**src/hdl/serial_line_command_parser_top_assert.svh**
```systemverilog
// ----------------------------------------------------------------------------
// Serial line command parser assertion macros
// Concurrent assertion helpers; empty in synthesis.
// ----------------------------------------------------------------------------
`ifndef SERIAL_LINE_COMMAND_PARSER_TOP_ASSERT_SVH
`define SERIAL_LINE_COMMAND_PARSER_TOP_ASSERT_SVH
`ifndef SYNTHESIS
`define SLCP_ASSERT_IMP(label, clk, rst_n, ante, cons) \
    label: assert property (@(posedge clk) disable iff (!rst_n) (ante) |-> (cons)) \
        else $error("slcp: implication check failed");
`define SLCP_ASSERT_NEXT(label, clk, rst_n, ante, cons) \
    label: assert property (@(posedge clk) disable iff (!rst_n) (ante) |=> (cons)) \
        else $error("slcp: next-cycle check failed");
`else
`define SLCP_ASSERT_IMP(label, clk, rst_n, ante, cons)
`define SLCP_ASSERT_NEXT(label, clk, rst_n, ante, cons)
`endif
`endif

```
**src/hdl/slcp_pkg.sv**
```systemverilog
// ----------------------------------------------------------------------------
// Serial line command parser package
// Shared types, codes, character constants and the command name table.
// ----------------------------------------------------------------------------
package slcp_pkg;

    localparam int LINE_CAPACITY_DEF = 32;
    localparam int QUEUE_DEPTH       = 2;
    localparam int MAX_CMDS          = 16;
    localparam int CMD_CNT_W         = 5;
    localparam int NUM_NAMES         = 5;
    localparam int NAME_MAX          = 5;

    localparam logic [7:0] CHAR_BS  = 8'h08;
    localparam logic [7:0] CHAR_DEL = 8'h7F;
    localparam logic [7:0] CHAR_SP  = 8'h20;
    localparam logic [7:0] CHAR_TAB = 8'h09;
    localparam logic [7:0] CHAR_CR  = 8'h0D;
    localparam logic [7:0] CHAR_LF  = 8'h0A;
    localparam logic [7:0] CHAR_TILDE = 8'h7E;

    localparam logic KIND_ECHO = 1'b0;
    localparam logic KIND_CMD  = 1'b1;

    localparam logic [2:0] CMD_HELLO   = 3'd0;
    localparam logic [2:0] CMD_WAVE    = 3'd1;
    localparam logic [2:0] CMD_SMILE   = 3'd2;
    localparam logic [2:0] CMD_SAD     = 3'd3;
    localparam logic [2:0] CMD_CLEAR   = 3'd4;
    localparam logic [2:0] CMD_INVALID = 3'd5;

    typedef enum logic [1:0] {
        OP_PRINT,
        OP_ERASE,
        OP_LEND
    } op_t;

    typedef struct packed {
        op_t        op;
        logic [7:0] data;
    } q_entry_t;

    typedef struct packed {
        logic     valid;
        q_entry_t entry;
    } q_push_t;

    function automatic logic [2:0] name_len(input logic [2:0] k);
        logic [2:0] len;
        case (k)
            CMD_HELLO: len = 3'd5;
            CMD_WAVE:  len = 3'd4;
            CMD_SMILE: len = 3'd5;
            CMD_SAD:   len = 3'd3;
            CMD_CLEAR: len = 3'd5;
            default:   len = 3'd0;
        endcase
        return len;
    endfunction

    function automatic logic [6:0] name_char(input logic [2:0] k, input logic [2:0] i);
        logic [6:0] c;
        c = 7'h00;
        case (k)
            CMD_HELLO: begin
                case (i)
                    3'd0: c = 7'h68; 3'd1: c = 7'h65; 3'd2: c = 7'h6C;
                    3'd3: c = 7'h6C; 3'd4: c = 7'h6F; default: c = 7'h00;
                endcase
            end
            CMD_WAVE: begin
                case (i)
                    3'd0: c = 7'h77; 3'd1: c = 7'h61; 3'd2: c = 7'h76;
                    3'd3: c = 7'h65; default: c = 7'h00;
                endcase
            end
            CMD_SMILE: begin
                case (i)
                    3'd0: c = 7'h73; 3'd1: c = 7'h6D; 3'd2: c = 7'h69;
                    3'd3: c = 7'h6C; 3'd4: c = 7'h65; default: c = 7'h00;
                endcase
            end
            CMD_SAD: begin
                case (i)
                    3'd0: c = 7'h73; 3'd1: c = 7'h61; 3'd2: c = 7'h64;
                    default: c = 7'h00;
                endcase
            end
            CMD_CLEAR: begin
                case (i)
                    3'd0: c = 7'h63; 3'd1: c = 7'h6C; 3'd2: c = 7'h65;
                    3'd3: c = 7'h61; 3'd4: c = 7'h72; default: c = 7'h00;
                endcase
            end
            default: c = 7'h00;
        endcase
        return c;
    endfunction

    function automatic logic [6:0] to_lower(input logic [6:0] c);
        return (c >= 7'h41 && c <= 7'h5A) ? c + 7'd32 : c;
    endfunction

endpackage

```
**src/hdl/serial_line_command_parser_top.sv**
```systemverilog
// ----------------------------------------------------------------------------
// Serial line command parser
// Line editor with echo that turns typed words into command codes.
// ----------------------------------------------------------------------------
// Input channel s_*: one received byte per word. Printable bytes are stored
// and echoed, backspace or delete erases (BS SP BS echoed), CR or LF ends the
// line. Output channel m_*: echo characters (m_kind 0) and command codes
// (m_kind 1, one per word of the line, before the CR LF echo); m_last marks
// the final result of each input byte. cfg_wr_en/cfg_wr_data set echo on/off.
// A printable or erase byte passes the queue and the state register before
// the result register. With echo on, a printable byte echoes from ST_ECHO
// and an erase from ST_ER1 to ST_ER3. A line end leaves the queue in ST_IDLE;
// each stored character is read in ST_ADDR and ST_DATA through the single
// read port of the line store, each word ends in ST_TOKEN, and ST_FLUSH,
// with ST_CR and ST_LF when echo is on, finishes the line. A two-word queue
// decouples the input from the executing part, so bytes keep being taken
// while a line is scanned, until the queue fills. When the receiver stalls,
// the result register holds and the scan waits to hand over a command.
// Reset empties the line, clears the queue and output, and turns echo on.
// ----------------------------------------------------------------------------
`include "serial_line_command_parser_top_assert.svh"

module serial_line_command_parser_top import slcp_pkg::*; #(
    parameter int LINE_CAPACITY = LINE_CAPACITY_DEF
) (
    input  logic       aclk,
    input  logic       aresetn,
    input  logic       cfg_wr_en,
    input  logic       cfg_wr_data,
    input  logic       s_valid,
    output logic       s_ready,
    input  logic [7:0] s_rx_byte,
    output logic       m_valid,
    input  logic       m_ready,
    output logic       m_kind,
    output logic [7:0] m_echo_char,
    output logic [2:0] m_command,
    output logic       m_last
);

    q_push_t  q_push;
    q_entry_t q_head;
    logic     q_full;
    logic     q_valid;
    logic     q_pop;

    slcp_front u_front (
        .s_valid   (s_valid),
        .s_ready   (s_ready),
        .s_rx_byte (s_rx_byte),
        .q_full    (q_full),
        .q_push    (q_push)
    );

    slcp_queue u_queue (
        .aclk    (aclk),
        .aresetn (aresetn),
        .q_push  (q_push),
        .q_full  (q_full),
        .q_valid (q_valid),
        .q_head  (q_head),
        .q_pop   (q_pop)
    );

    slcp_back #(
        .LINE_CAPACITY (LINE_CAPACITY)
    ) u_back (
        .aclk        (aclk),
        .aresetn     (aresetn),
        .cfg_wr_en   (cfg_wr_en),
        .cfg_wr_data (cfg_wr_data),
        .q_valid     (q_valid),
        .q_head      (q_head),
        .q_pop       (q_pop),
        .m_valid     (m_valid),
        .m_ready     (m_ready),
        .m_kind      (m_kind),
        .m_echo_char (m_echo_char),
        .m_command   (m_command),
        .m_last      (m_last)
    );

    `SLCP_ASSERT_IMP(a_cmd_fields, aclk, aresetn, m_valid && m_kind == KIND_CMD, m_echo_char == 8'h00 && m_command <= CMD_INVALID)
    `SLCP_ASSERT_IMP(a_echo_fields, aclk, aresetn, m_valid && m_kind == KIND_ECHO, m_command == CMD_HELLO)
    `SLCP_ASSERT_IMP(a_lf_last, aclk, aresetn, m_valid && m_kind == KIND_ECHO && m_echo_char == CHAR_LF, m_last)
    `SLCP_ASSERT_NEXT(a_cr_then_lf, aclk, aresetn, m_valid && m_ready && m_kind == KIND_ECHO && m_echo_char == CHAR_CR, m_valid && m_echo_char == CHAR_LF && m_last)

endmodule

```
**src/hdl/slcp_front.sv**
```systemverilog
// ----------------------------------------------------------------------------
// Serial line command parser front end
// Accepts received bytes, classifies them and pushes editor operations.
// ----------------------------------------------------------------------------
module slcp_front import slcp_pkg::*; (
    input  logic       s_valid,
    output logic       s_ready,
    input  logic [7:0] s_rx_byte,
    input  logic       q_full,
    output q_push_t    q_push
);

    logic keep;
    op_t  op;

    always_comb begin
        keep = 1'b1;
        op   = OP_PRINT;
        if (s_rx_byte == CHAR_CR || s_rx_byte == CHAR_LF) begin
            op = OP_LEND;
        end else if (s_rx_byte == CHAR_BS || s_rx_byte == CHAR_DEL) begin
            op = OP_ERASE;
        end else if (s_rx_byte >= CHAR_SP && s_rx_byte <= CHAR_TILDE) begin
            op = OP_PRINT;
        end else begin
            // drop control and high bytes
            keep = 1'b0;
        end
    end

    assign s_ready            = !q_full;
    assign q_push.valid       = s_valid && !q_full && keep;
    assign q_push.entry.op    = op;
    assign q_push.entry.data  = s_rx_byte;

endmodule

```
**src/hdl/slcp_queue.sv**
```systemverilog
// ----------------------------------------------------------------------------
// Serial line command parser operation queue
// Short first-in first-out store between front end and back end.
// ----------------------------------------------------------------------------
module slcp_queue import slcp_pkg::*; (
    input  logic     aclk,
    input  logic     aresetn,
    input  q_push_t  q_push,
    output logic     q_full,
    output logic     q_valid,
    output q_entry_t q_head,
    input  logic     q_pop
);

    localparam int PTR_W = (QUEUE_DEPTH > 1) ? $clog2(QUEUE_DEPTH) : 1;
    localparam int CNT_W = $clog2(QUEUE_DEPTH + 1);
    localparam logic [CNT_W-1:0] CNT_FULL = CNT_W'(QUEUE_DEPTH);
    localparam logic [PTR_W-1:0] PTR_LAST = PTR_W'(QUEUE_DEPTH - 1);

    q_entry_t         entry_reg [QUEUE_DEPTH];
    logic [PTR_W-1:0] wr_ptr_reg, wr_ptr_next;
    logic [PTR_W-1:0] rd_ptr_reg, rd_ptr_next;
    logic [CNT_W-1:0] count_reg, count_next;
    logic             do_push, do_pop;

    assign q_full  = (count_reg == CNT_FULL);
    assign q_valid = (count_reg != '0);
    assign q_head  = entry_reg[rd_ptr_reg];
    assign do_push = q_push.valid && !q_full;
    assign do_pop  = q_pop && q_valid;

    always_comb begin
        wr_ptr_next = wr_ptr_reg;
        rd_ptr_next = rd_ptr_reg;
        count_next  = count_reg;
        if (do_push) begin
            wr_ptr_next = (wr_ptr_reg == PTR_LAST) ? '0 : wr_ptr_reg + 1'b1;
        end
        if (do_pop) begin
            rd_ptr_next = (rd_ptr_reg == PTR_LAST) ? '0 : rd_ptr_reg + 1'b1;
        end
        if (do_push && !do_pop) begin
            count_next = count_reg + 1'b1;
        end else if (do_pop && !do_push) begin
            count_next = count_reg - 1'b1;
        end
    end

    always_ff @(posedge aclk) begin
        if (!aresetn) begin
            wr_ptr_reg <= '0;
            rd_ptr_reg <= '0;
            count_reg  <= '0;
        end else begin
            wr_ptr_reg <= wr_ptr_next;
            rd_ptr_reg <= rd_ptr_next;
            count_reg  <= count_next;
        end
        if (do_push) begin
            entry_reg[wr_ptr_reg] <= q_push.entry;
        end
    end

endmodule

```
**src/hdl/slcp_back.sv**
```systemverilog
// ----------------------------------------------------------------------------
// Serial line command parser back end
// Line store, editing, token scan with name matching, and the result register.
// ----------------------------------------------------------------------------
module slcp_back import slcp_pkg::*; #(
    parameter int LINE_CAPACITY = LINE_CAPACITY_DEF
) (
    input  logic       aclk,
    input  logic       aresetn,
    input  logic       cfg_wr_en,
    input  logic       cfg_wr_data,
    input  logic       q_valid,
    input  q_entry_t   q_head,
    output logic       q_pop,
    output logic       m_valid,
    input  logic       m_ready,
    output logic       m_kind,
    output logic [7:0] m_echo_char,
    output logic [2:0] m_command,
    output logic       m_last
);

    localparam int LEN_W = $clog2(LINE_CAPACITY);
    localparam logic [LEN_W-1:0] LEN_MAX = LEN_W'(LINE_CAPACITY - 1);
    localparam logic [CMD_CNT_W-1:0] CMDS_CAP = CMD_CNT_W'(MAX_CMDS);

    typedef enum logic [3:0] {
        ST_IDLE,
        ST_ECHO,
        ST_ER1,
        ST_ER2,
        ST_ER3,
        ST_ADDR,
        ST_DATA,
        ST_TOKEN,
        ST_FLUSH,
        ST_CR,
        ST_LF
    } state_t;

    logic [6:0] line_mem [LINE_CAPACITY];
    logic [6:0] rd_data_reg;
    logic       mem_we;

    state_t               state_reg, state_next;
    logic [LEN_W-1:0]     len_reg, len_next;
    logic [LEN_W-1:0]     p_reg, p_next;
    logic [6:0]           ch_reg, ch_next;
    logic                 in_tok_reg, in_tok_next;
    logic [2:0]           tok_len_reg, tok_len_next;
    logic [NUM_NAMES-1:0] cand_reg, cand_next;
    logic                 pend_valid_reg, pend_valid_next;
    logic [2:0]           pend_code_reg, pend_code_next;
    logic [CMD_CNT_W-1:0] cmds_reg, cmds_next;
    logic                 echo_reg;
    logic                 m_valid_reg, m_valid_next;
    logic                 m_kind_reg, m_kind_next;
    logic [7:0]           m_char_reg, m_char_next;
    logic [2:0]           m_cmd_reg, m_cmd_next;
    logic                 m_last_reg, m_last_next;

    logic                 out_free;
    logic [2:0]           tok_code;
    logic [6:0]           lc;
    logic [2:0]           idx;
    logic                 is_gap;
    logic [NUM_NAMES-1:0] cand_upd;
    logic [2:0]           tok_len_upd;

    assign out_free = !m_valid_reg || m_ready;

    always_ff @(posedge aclk) begin
        if (mem_we) begin
            line_mem[len_reg] <= q_head.data[6:0];
        end
        rd_data_reg <= line_mem[p_reg];
    end

    always_ff @(posedge aclk) begin
        if (!aresetn) begin
            echo_reg <= 1'b1;
        end else if (cfg_wr_en) begin
            echo_reg <= cfg_wr_data;
        end
    end

    // token code from the candidate set
    always_comb begin
        tok_code = CMD_INVALID;
        for (int k = NUM_NAMES - 1; k >= 0; k--) begin
            if (cand_reg[k] && tok_len_reg == name_len(3'(k))) begin
                tok_code = 3'(k);
            end
        end
    end

    // candidate update for one token character
    always_comb begin
        lc     = to_lower(rd_data_reg);
        idx    = in_tok_reg ? tok_len_reg : 3'd0;
        is_gap = ({1'b0, rd_data_reg} == CHAR_SP) || ({1'b0, rd_data_reg} == CHAR_TAB);
        for (int k = 0; k < NUM_NAMES; k++) begin
            cand_upd[k] = (in_tok_reg ? cand_reg[k] : 1'b1)
                          && (idx < name_len(3'(k)))
                          && (lc == name_char(3'(k), idx));
        end
        if (!in_tok_reg) begin
            tok_len_upd = 3'd1;
        end else if (tok_len_reg == 3'd7) begin
            tok_len_upd = 3'd7;
        end else begin
            tok_len_upd = tok_len_reg + 3'd1;
        end
    end

    always_comb begin
        state_next      = state_reg;
        len_next        = len_reg;
        p_next          = p_reg;
        ch_next         = ch_reg;
        in_tok_next     = in_tok_reg;
        tok_len_next    = tok_len_reg;
        cand_next       = cand_reg;
        pend_valid_next = pend_valid_reg;
        pend_code_next  = pend_code_reg;
        cmds_next       = cmds_reg;
        m_valid_next    = out_free ? 1'b0 : m_valid_reg;
        m_kind_next     = m_kind_reg;
        m_char_next     = m_char_reg;
        m_cmd_next      = m_cmd_reg;
        m_last_next     = m_last_reg;
        q_pop           = 1'b0;
        mem_we          = 1'b0;

        unique case (state_reg)
            ST_IDLE: begin
                if (q_valid) begin
                    q_pop = 1'b1;
                    case (q_head.op)
                        OP_PRINT: begin
                            if (len_reg != LEN_MAX) begin
                                mem_we   = 1'b1;
                                len_next = len_reg + 1'b1;
                                ch_next  = q_head.data[6:0];
                                if (echo_reg) begin
                                    state_next = ST_ECHO;
                                end
                            end
                        end
                        OP_ERASE: begin
                            if (len_reg != '0) begin
                                len_next = len_reg - 1'b1;
                                if (echo_reg) begin
                                    state_next = ST_ER1;
                                end
                            end
                        end
                        OP_LEND: begin
                            p_next          = '0;
                            in_tok_next     = 1'b0;
                            pend_valid_next = 1'b0;
                            cmds_next       = '0;
                            state_next      = ST_ADDR;
                        end
                        default: begin
                        end
                    endcase
                end
            end
            ST_ECHO: begin
                if (out_free) begin
                    m_valid_next = 1'b1;
                    m_kind_next  = KIND_ECHO;
                    m_char_next  = {1'b0, ch_reg};
                    m_cmd_next   = 3'd0;
                    m_last_next  = 1'b1;
                    state_next   = ST_IDLE;
                end
            end
            ST_ER1, ST_ER2, ST_ER3: begin
                if (out_free) begin
                    m_valid_next = 1'b1;
                    m_kind_next  = KIND_ECHO;
                    m_cmd_next   = 3'd0;
                    m_char_next  = (state_reg == ST_ER2) ? CHAR_SP : CHAR_BS;
                    m_last_next  = (state_reg == ST_ER3);
                    state_next   = (state_reg == ST_ER1) ? ST_ER2 :
                                   (state_reg == ST_ER2) ? ST_ER3 : ST_IDLE;
                end
            end
            ST_ADDR: begin
                if (p_reg == len_reg) begin
                    state_next = in_tok_reg ? ST_TOKEN : ST_FLUSH;
                end else begin
                    state_next = ST_DATA;
                end
            end
            ST_DATA: begin
                p_next = p_reg + 1'b1;
                if (is_gap) begin
                    state_next = in_tok_reg ? ST_TOKEN : ST_ADDR;
                end else begin
                    cand_next    = cand_upd;
                    tok_len_next = tok_len_upd;
                    in_tok_next  = 1'b1;
                    state_next   = ST_ADDR;
                end
            end
            ST_TOKEN: begin
                if (cmds_reg == CMDS_CAP) begin
                    // drop tokens beyond the per-line limit
                    in_tok_next = 1'b0;
                    state_next  = ST_ADDR;
                end else if (!pend_valid_reg || out_free) begin
                    if (pend_valid_reg) begin
                        m_valid_next = 1'b1;
                        m_kind_next  = KIND_CMD;
                        m_char_next  = 8'h00;
                        m_cmd_next   = pend_code_reg;
                        m_last_next  = 1'b0;
                    end
                    pend_valid_next = 1'b1;
                    pend_code_next  = tok_code;
                    cmds_next       = cmds_reg + 1'b1;
                    in_tok_next     = 1'b0;
                    state_next      = ST_ADDR;
                end
            end
            ST_FLUSH: begin
                if (!pend_valid_reg || out_free) begin
                    if (pend_valid_reg) begin
                        m_valid_next = 1'b1;
                        m_kind_next  = KIND_CMD;
                        m_char_next  = 8'h00;
                        m_cmd_next   = pend_code_reg;
                        m_last_next  = !echo_reg;
                    end
                    pend_valid_next = 1'b0;
                    len_next        = '0;
                    state_next      = echo_reg ? ST_CR : ST_IDLE;
                end
            end
            ST_CR, ST_LF: begin
                if (out_free) begin
                    m_valid_next = 1'b1;
                    m_kind_next  = KIND_ECHO;
                    m_cmd_next   = 3'd0;
                    m_char_next  = (state_reg == ST_CR) ? CHAR_CR : CHAR_LF;
                    m_last_next  = (state_reg == ST_LF);
                    state_next   = (state_reg == ST_CR) ? ST_LF : ST_IDLE;
                end
            end
            default: begin
                state_next = ST_IDLE;
            end
        endcase
    end

    always_ff @(posedge aclk) begin
        if (!aresetn) begin
            state_reg      <= ST_IDLE;
            len_reg        <= '0;
            in_tok_reg     <= 1'b0;
            pend_valid_reg <= 1'b0;
            cmds_reg       <= '0;
            m_valid_reg    <= 1'b0;
        end else begin
            state_reg      <= state_next;
            len_reg        <= len_next;
            in_tok_reg     <= in_tok_next;
            pend_valid_reg <= pend_valid_next;
            cmds_reg       <= cmds_next;
            m_valid_reg    <= m_valid_next;
        end
        p_reg         <= p_next;
        ch_reg        <= ch_next;
        tok_len_reg   <= tok_len_next;
        cand_reg      <= cand_next;
        pend_code_reg <= pend_code_next;
        m_kind_reg    <= m_kind_next;
        m_char_reg    <= m_char_next;
        m_cmd_reg     <= m_cmd_next;
        m_last_reg    <= m_last_next;
    end

    assign m_valid     = m_valid_reg;
    assign m_kind      = m_kind_reg;
    assign m_echo_char = m_char_reg;
    assign m_command   = m_cmd_reg;
    assign m_last      = m_last_reg;

endmodule
```
**config.mk**
```make
export PLATFORM = sky130hd
export DESIGN_NAME = serial_line_command_parser_top
export DESIGN_NICKNAME = d
export VERILOG_FILES = /design/src/hdl/slcp_pkg.sv /design/src/hdl/serial_line_command_parser_top.sv /design/src/hdl/slcp_front.sv /design/src/hdl/slcp_queue.sv /design/src/hdl/slcp_back.sv
export VERILOG_INCLUDE_DIRS = /design/src /design/src/hdl
export SDC_FILE = /design/constraint.sdc
export NUM_CORES = 1
export LEC_CHECK = 0
export ABC_AREA = 1
export ABC_CLOCK_PERIOD_IN_PS = 7300
export BUFFER_PORTS_ARGS = -buffer_cell sky130_fd_sc_hd__buf_4
export CORE_ASPECT_RATIO = 1.75
export CORE_MARGIN = 3
export CORE_UTILIZATION = 64
export DETAILED_ROUTE_END_ITERATION = 6
export PLACE_DENSITY = 0.9
export SYNTH_ARGS = -nofsm -noshare
export SYNTH_HDL_FRONTEND = slang
export SYNTH_HIERARCHICAL = 1
export SYNTH_SLANG_ARGS = --single-unit
```
**constraint.sdc**
```tcl
create_clock -name aclk -period 7.3 [get_ports aclk]
set_input_delay 0.73 -clock aclk [delete_from_list [all_inputs] [get_ports aclk]]
set_output_delay 0.73 -clock aclk [all_outputs]
set_load 0.005 [all_outputs]
```
==> Word level (Yosys, flattened, before mapping) <==
Memories as Yosys holds them, arrays and structs flattened. A register that Yosys moved wholly into a read port is not among the register bits.
Index checks and enable logic that the tools add are counted.
{ "op_classes": {"addsub": 10, "order_cmp": 7, "n_eq_ne": 54, "muxes": 114, "n_bitwise": 3, "n_reduce_logical": 66} }
{ "ops": {"columns": ["op", "count"], "rows": [
  ["case mux 7 bit (5 select lines)", 2],
  ["2-to-1 mux 4 bit", 17],
  ["case mux 7 bit (4 select lines)", 2],
  ["2-to-1 mux 1 bit", 49],
  ["2-to-1 mux 8 bit", 6],
  ["2-to-1 mux 5 bit", 8],
  ["case mux 5 bit (2 select lines)", 4],
  ["case mux 8 bit (5 select lines)", 1],
  ["== test 7 bit", 5],
  ["case mux 4 bit (8 select lines)", 1],
  ["== test 8 x 4 -> 1 bit (second input constant)", 3],
  ["2-to-1 mux 3 bit", 8],
  ["logical AND 1 bit", 23],
  ["case mux 7 bit (3 select lines)", 1],
  ["== test 4 x 3 -> 1 bit (second input constant)", 4],
  ["inequality test 2 x 1 -> 1 bit (second input constant)", 8],
  ["adder 5 x 1 -> 5 bit (second input constant)", 3],
  ["AND reduction 5 bit", 3],
  ["== test 3 bit (second input constant)", 4],
  ["== test 4 bit (second input constant)", 3],
  ["2-to-1 mux 2 bit", 6],
  ["inequality test 3 x 2 -> 1 bit (second input constant)", 4],
  ["case mux 1 bit (3 select lines)", 4],
  ["case mux 4 bit (3 select lines)", 1],
  ["other kinds (51)", 84]
]} }
{ "totals": {"register_bits": 58, "mem_bits_rw": 244, "inputBits": 14, "out_inout_bits": 15, "wordCells": 278, "memories": 2} }
{ "memory_table": {"columns": ["name", "depth", "word_bits", "rd", "rd_clocked_by_memory_dff", "wr", "line_no", "source"], "rows": [
  ["u_back.line_mem", 32, 7, 1, 1, 1, "slcp_back.sv:41", "logic [6:0] line_mem [LINE_CAPACITY];"],
  ["u_queue.entry_reg", 2, 10, 1, 1, 1, "slcp_queue.sv:20", "q_entry_t entry_reg [QUEUE_DEPTH];"]
]} }

==> Longest topological paths before layout <==
Gate-level depths: netlist of the first run.
{ "depth": {"ltp_word": 11, "mapped_depth": 16, "depth_no_buf": 16} }

==> Cells and area by module <==
Netlist of the first run, hierarchy kept.
{ "modules_own_cells": {"columns": ["module", "instances", "cells_each", "area_per_inst_um2", "seq_area_each_um2"], "rows": [
  ["slcp_back", 1, 1213, 12751.0, 8277.9],
  ["slcp_queue", 1, 68, 967.2, 700.7],
  ["slcp_front", 1, 40, 198.9, 0.0]
]} }

==> Least setup slack after synthesis of the first run <==
Ideal clock, no wire load.
{ "synth_path": {"path_kind": "register to register", "start": "reg with a tool-made name", "end": "mem u_back.line_mem[11][0] (enable)", "setup_ns": 0.360, "arrival_time_ns": 2.248, "t_required_ns": 6.940, "setup_slack_ns": 4.692, "stages_incl_launch_ff": 9, "path_buffers": 1, "period_less_slack_ns": 2.608, "path_cell_list": "dfxtp_1 -> buf_2 -> mux2_2 -> inv_1 -> ha_1 -> nand2_1 -> nor2_1 -> nand3_1 -> nor2_1"} }
{ "synth_rtl": {"columns": ["item", "line_no"], "rows": [
  ["end: declaration", "slcp_back.sv:41"]
]} }

==> out/metrics.yaml, run 1 <==
routed-via-count: 10000
worstPathRequired_ns: 7.45
cp-start-kind: "flop"
p_per_area_nw_per_um2: 381
grt_overflow: 0
fmax_ghz: 0.280
num_rows: 70
layout_common_cells: "277 x edfxtp_1, 255 x nor2_1, 185 x nand2_1, 144 x o21ai_0, 89 x inv_1"
critPathMostFrequentCell: "nor2_1"
first_iter_violations: 1293
setup_tns_ns: 0
die-area_um2: 23500
syn_inst: 1317
fin_cells: 1631
grt_pass1_vias: 9822
rsz0062_at_grt: "no"
nets: 1355
numPlacedInstances: 1584
min-delay-start: "cfg_wr_en"
r2r_cells: 7
io_pins: 29
hpwl_mm: 21.9
clk_latency_ns: 0.52
die_h_um: 201
irDropWorstVdd_uv: 196
place_congestion: 0.923
slew_headroom: 0.308
hold-worst-slack_ns: 0.406
finalSetupViolations: 0
min_period_over_period: 0.489
cts_setup_buffers: 0
wire_per_inst_um: 20.1
hold_end: "u_back/echo_reg$_SDFFE_PN1P_"
skew_ns: 0.0147
layout_commonest_cell: "edfxtp_1"
status: "finished with violations"
fin_crit_ns: 3.57
syn-cell-area_um2: 13800
ant_nets: 0
slowest_delay_ns: 0.62
clockBufferDepth: 3
crit_arrival_ns: 3.72
leakage_nw: 5.46
finalCoreUtilization: 0.711
antenna_found_initial: 0
slew_violations: 0
yosysWarnings: 6
clock_sinks: 307
die_w_um: 117
antenna_cells: 0
drive_above_1_share: 0.0886
r2r_slack_ns: 3.73
largest_reg_flops: 224
holdPathStages: 2
clk_pin_slew_worst_paths_ns: 0.07
area_growth_pct: 8.46
grt_pass1_wl_mm: 50.7
timing.rr.end: "u_back/line_mem[11][3]$_DFFE_PP_"
cts_hold_buf: 0
crit_fanout: 9
port_buffers: 27
drc: 8
hold_class: "primary input to flop"
viasPerCell: 6.15
clockRootBuffer: "clkbuf_16"
core_area_um2: 21100
crit_type: "flop to flop"
violations: "design-rule violations"
worstMarginPinSlew_ns: 1.03
syn_avg_cell_area_um2: 10.5
hold_violations: 0
h-tree-depth: 1
slowest_stage: "nor2_1"
cts_tree: "yes"
track_usage: 0.281
drtPass1Iterations: 7
grt_max_degree: 100
initial_core_util: 0.656
cp_cell_sequence: "mux2_2 -> inv_1 -> ha_1 -> nand2_1 -> nor2_1 -> nand3_1 -> nor2_1"
cts-resized-gates: 0
drt-total-wl_mm: 32.8
cts_buffers: 26
cp-end-kind: "flop"
max_cap_violations: 0
[final cells by class]
type | count | area [µm²]
clock inverters | 8 | 116
fillers | 1349 | 6100
flip-flops and latches | 307 | 8920
clock buffers | 39 | 731
repair buffers | 34 | 255
well taps | 288 | 360
multi-input cells | 851 | 4240
inverters | 104 | 390
[report_power, final]
part           total, mW  leakage [nW]  internal [mW]  switching (mW)
combinational       2.02          2.31          0.598            1.43
sequential          2.34          2.75           2.18           0.159
clock               1.36         0.409          0.796           0.562
[layer usage]
metal,share of wire,global-route usage,vias up
met3,0.075,0.0483,199
met5,0,0,-
met4,0.082,0.187,0
met1,0.32,0.298,4684
met2,0.52,0.493,584
li1,-,-,4558
[metrics by stage]
stage,power (mW),area [µm²],setup slack (ns)
2_1_floorplan,3.73,13900,4.71
3_3_place_gp,4.25,14200,3.96
3_5_place_dp,4.32,14200,3.84
4_1_cts,5.69,15000,3.81
5_1_grt,6.03,15000,3.68
6_report,5.72,15000,3.73
[worst max-delay path by stage]
| stage | cells past startpoint | start | slack [ns] | endpoint |
|---|---|---|---|---|
| floorplan | 8 | flop | 4.71 | u_back/line_mem[11][0]$_DFFE_PP_ |
| global placement | 7 | flop | 3.96 | u_back/line_mem[11][2]$_DFFE_PP_ |
| detailed placement | 7 | flop | 3.84 | u_back/line_mem[11][3]$_DFFE_PP_ |
| CTS | 7 | flop | 3.81 | u_back/line_mem[11][3]$_DFFE_PP_ |
| global route | 7 | flop | 3.68 | u_back/line_mem[11][4]$_DFFE_PP_ |
| finish | 7 | flop | 3.73 | u_back/line_mem[11][3]$_DFFE_PP_ |
[critical path: cells and delay by family, from the launching register on]
kind	cells	cell delay, ns
buf+inv	1	0.11
flops	1	0.57
mux	1	0.41
simple gates	4	1.86
fa+ha+maj	1	0.24
No activity file was read; power rests on OpenSTA's default activity.
==> run 2, diff against run 1 <==
--- a/config.mk
+++ b/config.mk
@@ -7,13 +7,13 @@
 export NUM_CORES = 1
 export LEC_CHECK = 0
 export ABC_AREA = 1
-export ABC_CLOCK_PERIOD_IN_PS = 7300
+export ABC_CLOCK_PERIOD_IN_PS = 3500
 export BUFFER_PORTS_ARGS = -buffer_cell sky130_fd_sc_hd__buf_4
 export CORE_ASPECT_RATIO = 1.75
 export CORE_MARGIN = 3
-export CORE_UTILIZATION = 64
+export CORE_UTILIZATION = 63
 export DETAILED_ROUTE_END_ITERATION = 6
-export PLACE_DENSITY = 0.9
+export PLACE_DENSITY = 0.89
 export SYNTH_ARGS = -nofsm -noshare
 export SYNTH_HDL_FRONTEND = slang
 export SYNTH_HIERARCHICAL = 1
==> constraint.sdc (replaced) <==
create_clock -name aclk -period 3.5 [get_ports aclk]
set_input_delay 0.35 -clock aclk [delete_from_list [all_inputs] [get_ports aclk]]
set_output_delay 0.35 -clock aclk [all_outputs]
set_load 0.005 [all_outputs]
==> out/metrics.yaml, run 2 (synthesis gave the netlist of run 1 again) <==
ant_nets: 0  # unchanged
place_congestion: 1.01  # +9.1%
drive_above_1_share: 0.0923  # +0.00365
largest_reg_flops: 224  # unchanged
multi_input_area_um2: 4240  # unchanged
max_cap_violations: 0  # unchanged
finalCoreUtilization: 0.694  # -0.0171
cts_tree: "yes"
track_usage: 0.283  # +0.00254
cts_setup_buffers: 0  # unchanged
min_period_over_period: 0.878  # +0.389
drtPass1Iterations: 7  # unchanged
skew_ns: 0.00972  # -0.00500 ns
fin_cells: 1636  # +0.31%
setup_tns_ns: 0  # unchanged
critPathMostFrequentCell: "inv_1"
n_fill_cell: 1455  # +7.9%
leakage_nw: 5.45  # -0.30%
core_area_um2: 21600  # +2.3%
pre_cts_slack_ns: 0.493  # -3.35 ns
grt_overflow: 0  # unchanged
cp-start-kind: "flop"
worst_slack_ns: 0.426  # -3.30 ns
drt-total-wl_mm: 34.2  # +4.0%
layout_common_cells: "277 x edfxtp_1, 255 x nor2_1, 185 x nand2_1, 144 x o21ai_0, 89 x inv_1"
cts-resized-gates: 0  # unchanged
hold-worst-slack_ns: 0.0276  # -0.378 ns
clockRootBuffer: "clkbuf_16"
violations: "design-rule violations"
layout_commonest_cell: "edfxtp_1"
slew_headroom: 0.320  # +0.0125
routed-via-count: 10200  # +1.3%
crit_fanout: 9  # unchanged
rsz0062_at_grt: "no"
drc: 6  # -2
clock_sinks: 307  # unchanged
die_h_um: 202  # +0.77%
hold_violations: 0  # unchanged
h-tree-depth: 1  # unchanged
finalSetupViolations: 0  # unchanged
fmax_ghz: 0.325  # +16%
area_growth_pct: 8.25
irDropWorstVdd_uv: 382  # +94%
cts_hold_buf: 0  # unchanged
worstMarginPinSlew_ns: 1.02  # -0.0146 ns
hpwl_mm: 22.9  # +4.6%
cp_cell_sequence: "mux2_2 -> inv_1 -> ha_1 -> nand2_1 -> inv_1 -> nand3_1 -> nor2_1"
first_iter_violations: 1216  # -6.0%
grt_pass1_vias: 9921  # +1.0%
slowest_delay_ns: 0.64  # +0.02 ns
regArea_um2: 8920  # unchanged
hold_class: "primary input to flop"
io_pins: 29  # unchanged
status: "finished with violations"
die_w_um: 118  # +0.75%
wire_per_inst_um: 20.9  # +3.7%
antenna_cells: 0  # unchanged
p_per_area_nw_per_um2: 791  # +110%
cp-end-kind: "flop"
port_buffers: 27  # unchanged
clk_pin_slew_worst_paths_ns: 0.07  # about the same
numPlacedInstances: 1592  # +0.51%
initial_core_util: 0.641  # -0.0146
worstPathRequired_ns: 3.66  # -3.79 ns
cts_buffers: 25  # -3.8%
crit_type: "flop to flop"
num_rows: 71  # +1.4%
antenna_found_initial: 0  # unchanged
die-area_um2: 23900  # +1.5%
viasPerCell: 6.21  # +1.0%
clk_latency_ns: 0.52  # about the same
slew_violations: 0  # unchanged
crit_arrival_ns: 3.23  # -0.49 ns
nets: 1358  # +0.22%
grt_pass1_wl_mm: 52.3  # +3.2%
fin_crit_ns: 3.07  # -0.495 ns
clockBufferDepth: 3  # unchanged
slowest_stage: "nor2_1"
grt_max_degree: 119  # +19%
## run 2: changes by cell type in the layout (fill, tap and decap cells not counted), sizes merged
cell	before	now
clkbuf	39	28
clkinv	7	13
buf	34	38
bufinv	3	1
clkinvlp	1	3
inv	101	103
## run 2: critical path, delay by kind of cell (launching register included)
family	cells	cell delay, ns
and+or+nand+nor	3	1.21
DFF	1	0.59
muxes	1	0.42
buffers and inverters	2	0.26
adders and majority gates	1	0.23
## run 2: area by class of cell
class,count,share of cell area
Inverter,104,0.0261
Clock inverter,16,0.00810
Sequential cell,307,0.595
Multi-Input combinational cell,851,0.283
Timing Repair Buffer,38,0.0207
Clock buffer,28,0.0425
Tap cell,292,0.0244
## run 2: per-layer routing
| layer | up-vias | share of wire | global-route usage |
|---|---|---|---|
| met5 | - | 0 | 0 |
| met4 | 0 | 0.081 | 0.206 |
| met3 | 191 | 0.082 | 0.0406 |
| met2 | 692 | 0.52 | 0.513 |
| met1 | 4709 | 0.32 | 0.298 |
| li1 | 4566 | - | - |
## run 2: power by group
part	leakage (nW)	switching [mW]	total [mW]	internal, mW
clock network	0.363	1.22	2.61	1.39
logic	2.33	3.06	4.35	1.28
registers	2.75	0.341	4.89	4.55
## run 2: per-stage QoR
stage               power, mW  area [µm²]
global placement         8.98       14200
finish                   11.9       15000
floorplan                7.78       13900
CTS                      11.7       15000
detailed placement       9.11       14200
global route             12.4       15000
## run 2: final timing paths
path                                         from                               to  slack [ns]  depth (start not counted)
setup / recovery                             flop  u_back/line_mem[1][1]$_DFFE_PP_        0.43                          7
hold / removal                          cfg_wr_en     u_back/echo_reg$_SDFFE_PN1P_        0.03                          2
setup reg to reg                             flop  u_back/line_mem[1][1]$_DFFE_PP_        0.43                          7
hold reg to reg   u_back/cmds_reg[4]$_SDFFE_PN0P_  u_back/cmds_reg[4]$_SDFFE_PN0P_        0.51                          2
==> run 3, diff against run 2 <==
--- a/config.mk
+++ b/config.mk
@@ -13,7 +13,7 @@
 export CORE_MARGIN = 3
 export CORE_UTILIZATION = 63
 export DETAILED_ROUTE_END_ITERATION = 6
-export PLACE_DENSITY = 0.89
+export PLACE_DENSITY = 0.9
 export SYNTH_ARGS = -nofsm -noshare
 export SYNTH_HDL_FRONTEND = slang
 export SYNTH_HIERARCHICAL = 1
==> out/metrics.yaml, run 3 (synthesis gave the netlist of run 1 again) <==
status: "finished clean"
rsz0062_at_grt: "no"
slew_violations: 0  # unchanged
h-tree-depth: 1  # unchanged
hpwl_mm: 22.7  # -0.99%
setup_tns_ns: 0  # unchanged
fmax_ghz: 0.330  # +1.6%
fin_crit_ns: 3.03  # -0.0477 ns
cp-start-kind: "flop"
num_rows: 71  # unchanged
irDropWorstVdd_uv: 385  # +0.85%
antenna_found_initial: 0  # unchanged
crit_fanout: 9  # unchanged
min_period_over_period: 0.865  # -0.0136
nets: 1359  # +0.074%
regArea_um2: 8920  # unchanged
layout_common_cells: "277 x edfxtp_1, 255 x nor2_1, 185 x nand2_1, 144 x o21ai_0, 89 x inv_1"
grt_max_degree: 86  # -28%
worst_slack_ns: 0.474  # +0.0477 ns
finalSetupViolations: 0  # unchanged
grt_pass1_wl_mm: 52.5  # +0.47%
worstMarginPinSlew_ns: 0.960  # -0.0560 ns
clock_sinks: 307  # unchanged
drc: 0  # -6
hold_class: "primary input to flop"
first_iter_violations: 1210  # -0.49%
largest_reg_flops: 224  # unchanged
die_w_um: 118  # unchanged
drive_above_1_share: 0.0965  # +0.00425
initial_core_util: 0.641  # unchanged
place_congestion: 1.07  # +5.9%
hold_violations: 0  # unchanged
die_h_um: 202  # unchanged
io_pins: 29  # unchanged
viasPerCell: 6.17  # -0.65%
n_fill_cell: 1419  # -2.5%
finalCoreUtilization: 0.698  # +0.00446
crit_arrival_ns: 3.20  # -0.03 ns
cts_tree: "yes"
antenna_cells: 0  # unchanged
worstPathRequired_ns: 3.67  # about the same
core_area_um2: 21600  # unchanged
skew_ns: 0.0175  # +0.00773 ns
wire_per_inst_um: 20.8  # -0.48%
grt_pass1_vias: 9898  # -0.23%
placed_area_um2: 14200  # about the same
crit_type: "flop to flop"
cp-end-kind: "flop"
p_per_area_nw_per_um2: 799  # +1.1%
numPlacedInstances: 1593  # +0.063%
grt_overflow: 0  # unchanged
clk_pin_slew_worst_paths_ns: 0.07  # about the same
area_growth_pct: 8.95
clockRootBuffer: "clkbuf_16"
cts_setup_buffers: 0  # unchanged
pre_cts_slack_ns: 0.530  # +0.0365 ns
fin_area_um2: 15100  # +0.64%
cts_hold_buf: 0  # unchanged
fin_cells: 1639  # +0.18%
ant_nets: 0  # unchanged
cts_buffers: 25  # unchanged
die-area_um2: 23900  # unchanged
cts-resized-gates: 0  # unchanged
drt-total-wl_mm: 34.1  # -0.30%
hold-worst-slack_ns: 0.0258  # -0.00174 ns
clockBufferDepth: 3  # unchanged
fin_total_pwr_mw: 12.1  # +1.7%
leakage_nw: 5.51  # +1.2%
track_usage: 0.285  # +0.00193
multi_input_area_um2: 4240  # unchanged
routed-via-count: 10100  # -0.47%
max_cap_violations: 0  # unchanged
port_buffers: 27  # unchanged
slew_headroom: 0.359  # +0.0389
clk_latency_ns: 0.54  # +0.02 ns
drtPass1Iterations: 6  # -1
layout_commonest_cell: "edfxtp_1"
==> run 3: power by group <==
part / total [mW] / internal, mW / switching (mW)
Clock: 2.87 / 1.65 / 1.22
Sequential: 4.90 / 4.55 / 0.349
Combinational: 4.28 / 1.28 / 3.01
==> run 3: path summary, 6_finish.rpt <==
path                                                       from                                end  slack, ns  cells past startpoint
worst max register to register                             flop   u_back/line_mem[13][3]$_DFFE_PP_       0.47                      7
worst min-delay path                               s_rx_byte[6]  u_queue/entry_reg[1][6]$_DFFE_PP_       0.03                      1
worst max-delay path                                       flop   u_back/line_mem[13][3]$_DFFE_PP_       0.47                      7
worst min register to register  u_back/cmds_reg[4]$_SDFFE_PN0P_    u_back/cmds_reg[4]$_SDFFE_PN0P_       0.50                      2
==> run 3: area by class of cell <==
cell class | count | area share
Clock inverter | 9 | 0.00714
Inverter | 104 | 0.0259
Clock buffer | 37 | 0.0499
Sequential cell | 307 | 0.592
Timing Repair Buffer | 39 | 0.0202
Multi-Input combinational cell | 851 | 0.281
Tap cell | 292 | 0.0242
==> run 3: critical path, stage by stage (launching register included) <==
cell	delay [ns]
dfxtp_1	0.58
mux2_2	0.40
inv_1	0.10
ha_1	0.24
nand2_1	0.13
inv_1	0.13
nand3_1	0.43
nor2_1	0.64
==> run 3: routing by layer <==
metal	GRT usage	share of wire	up-vias
met5	0	0	-
met4	0.198	0.080	0
met3	0.0423	0.074	164
met2	0.520	0.52	603
met1	0.300	0.32	4766
li1	-	-	4577
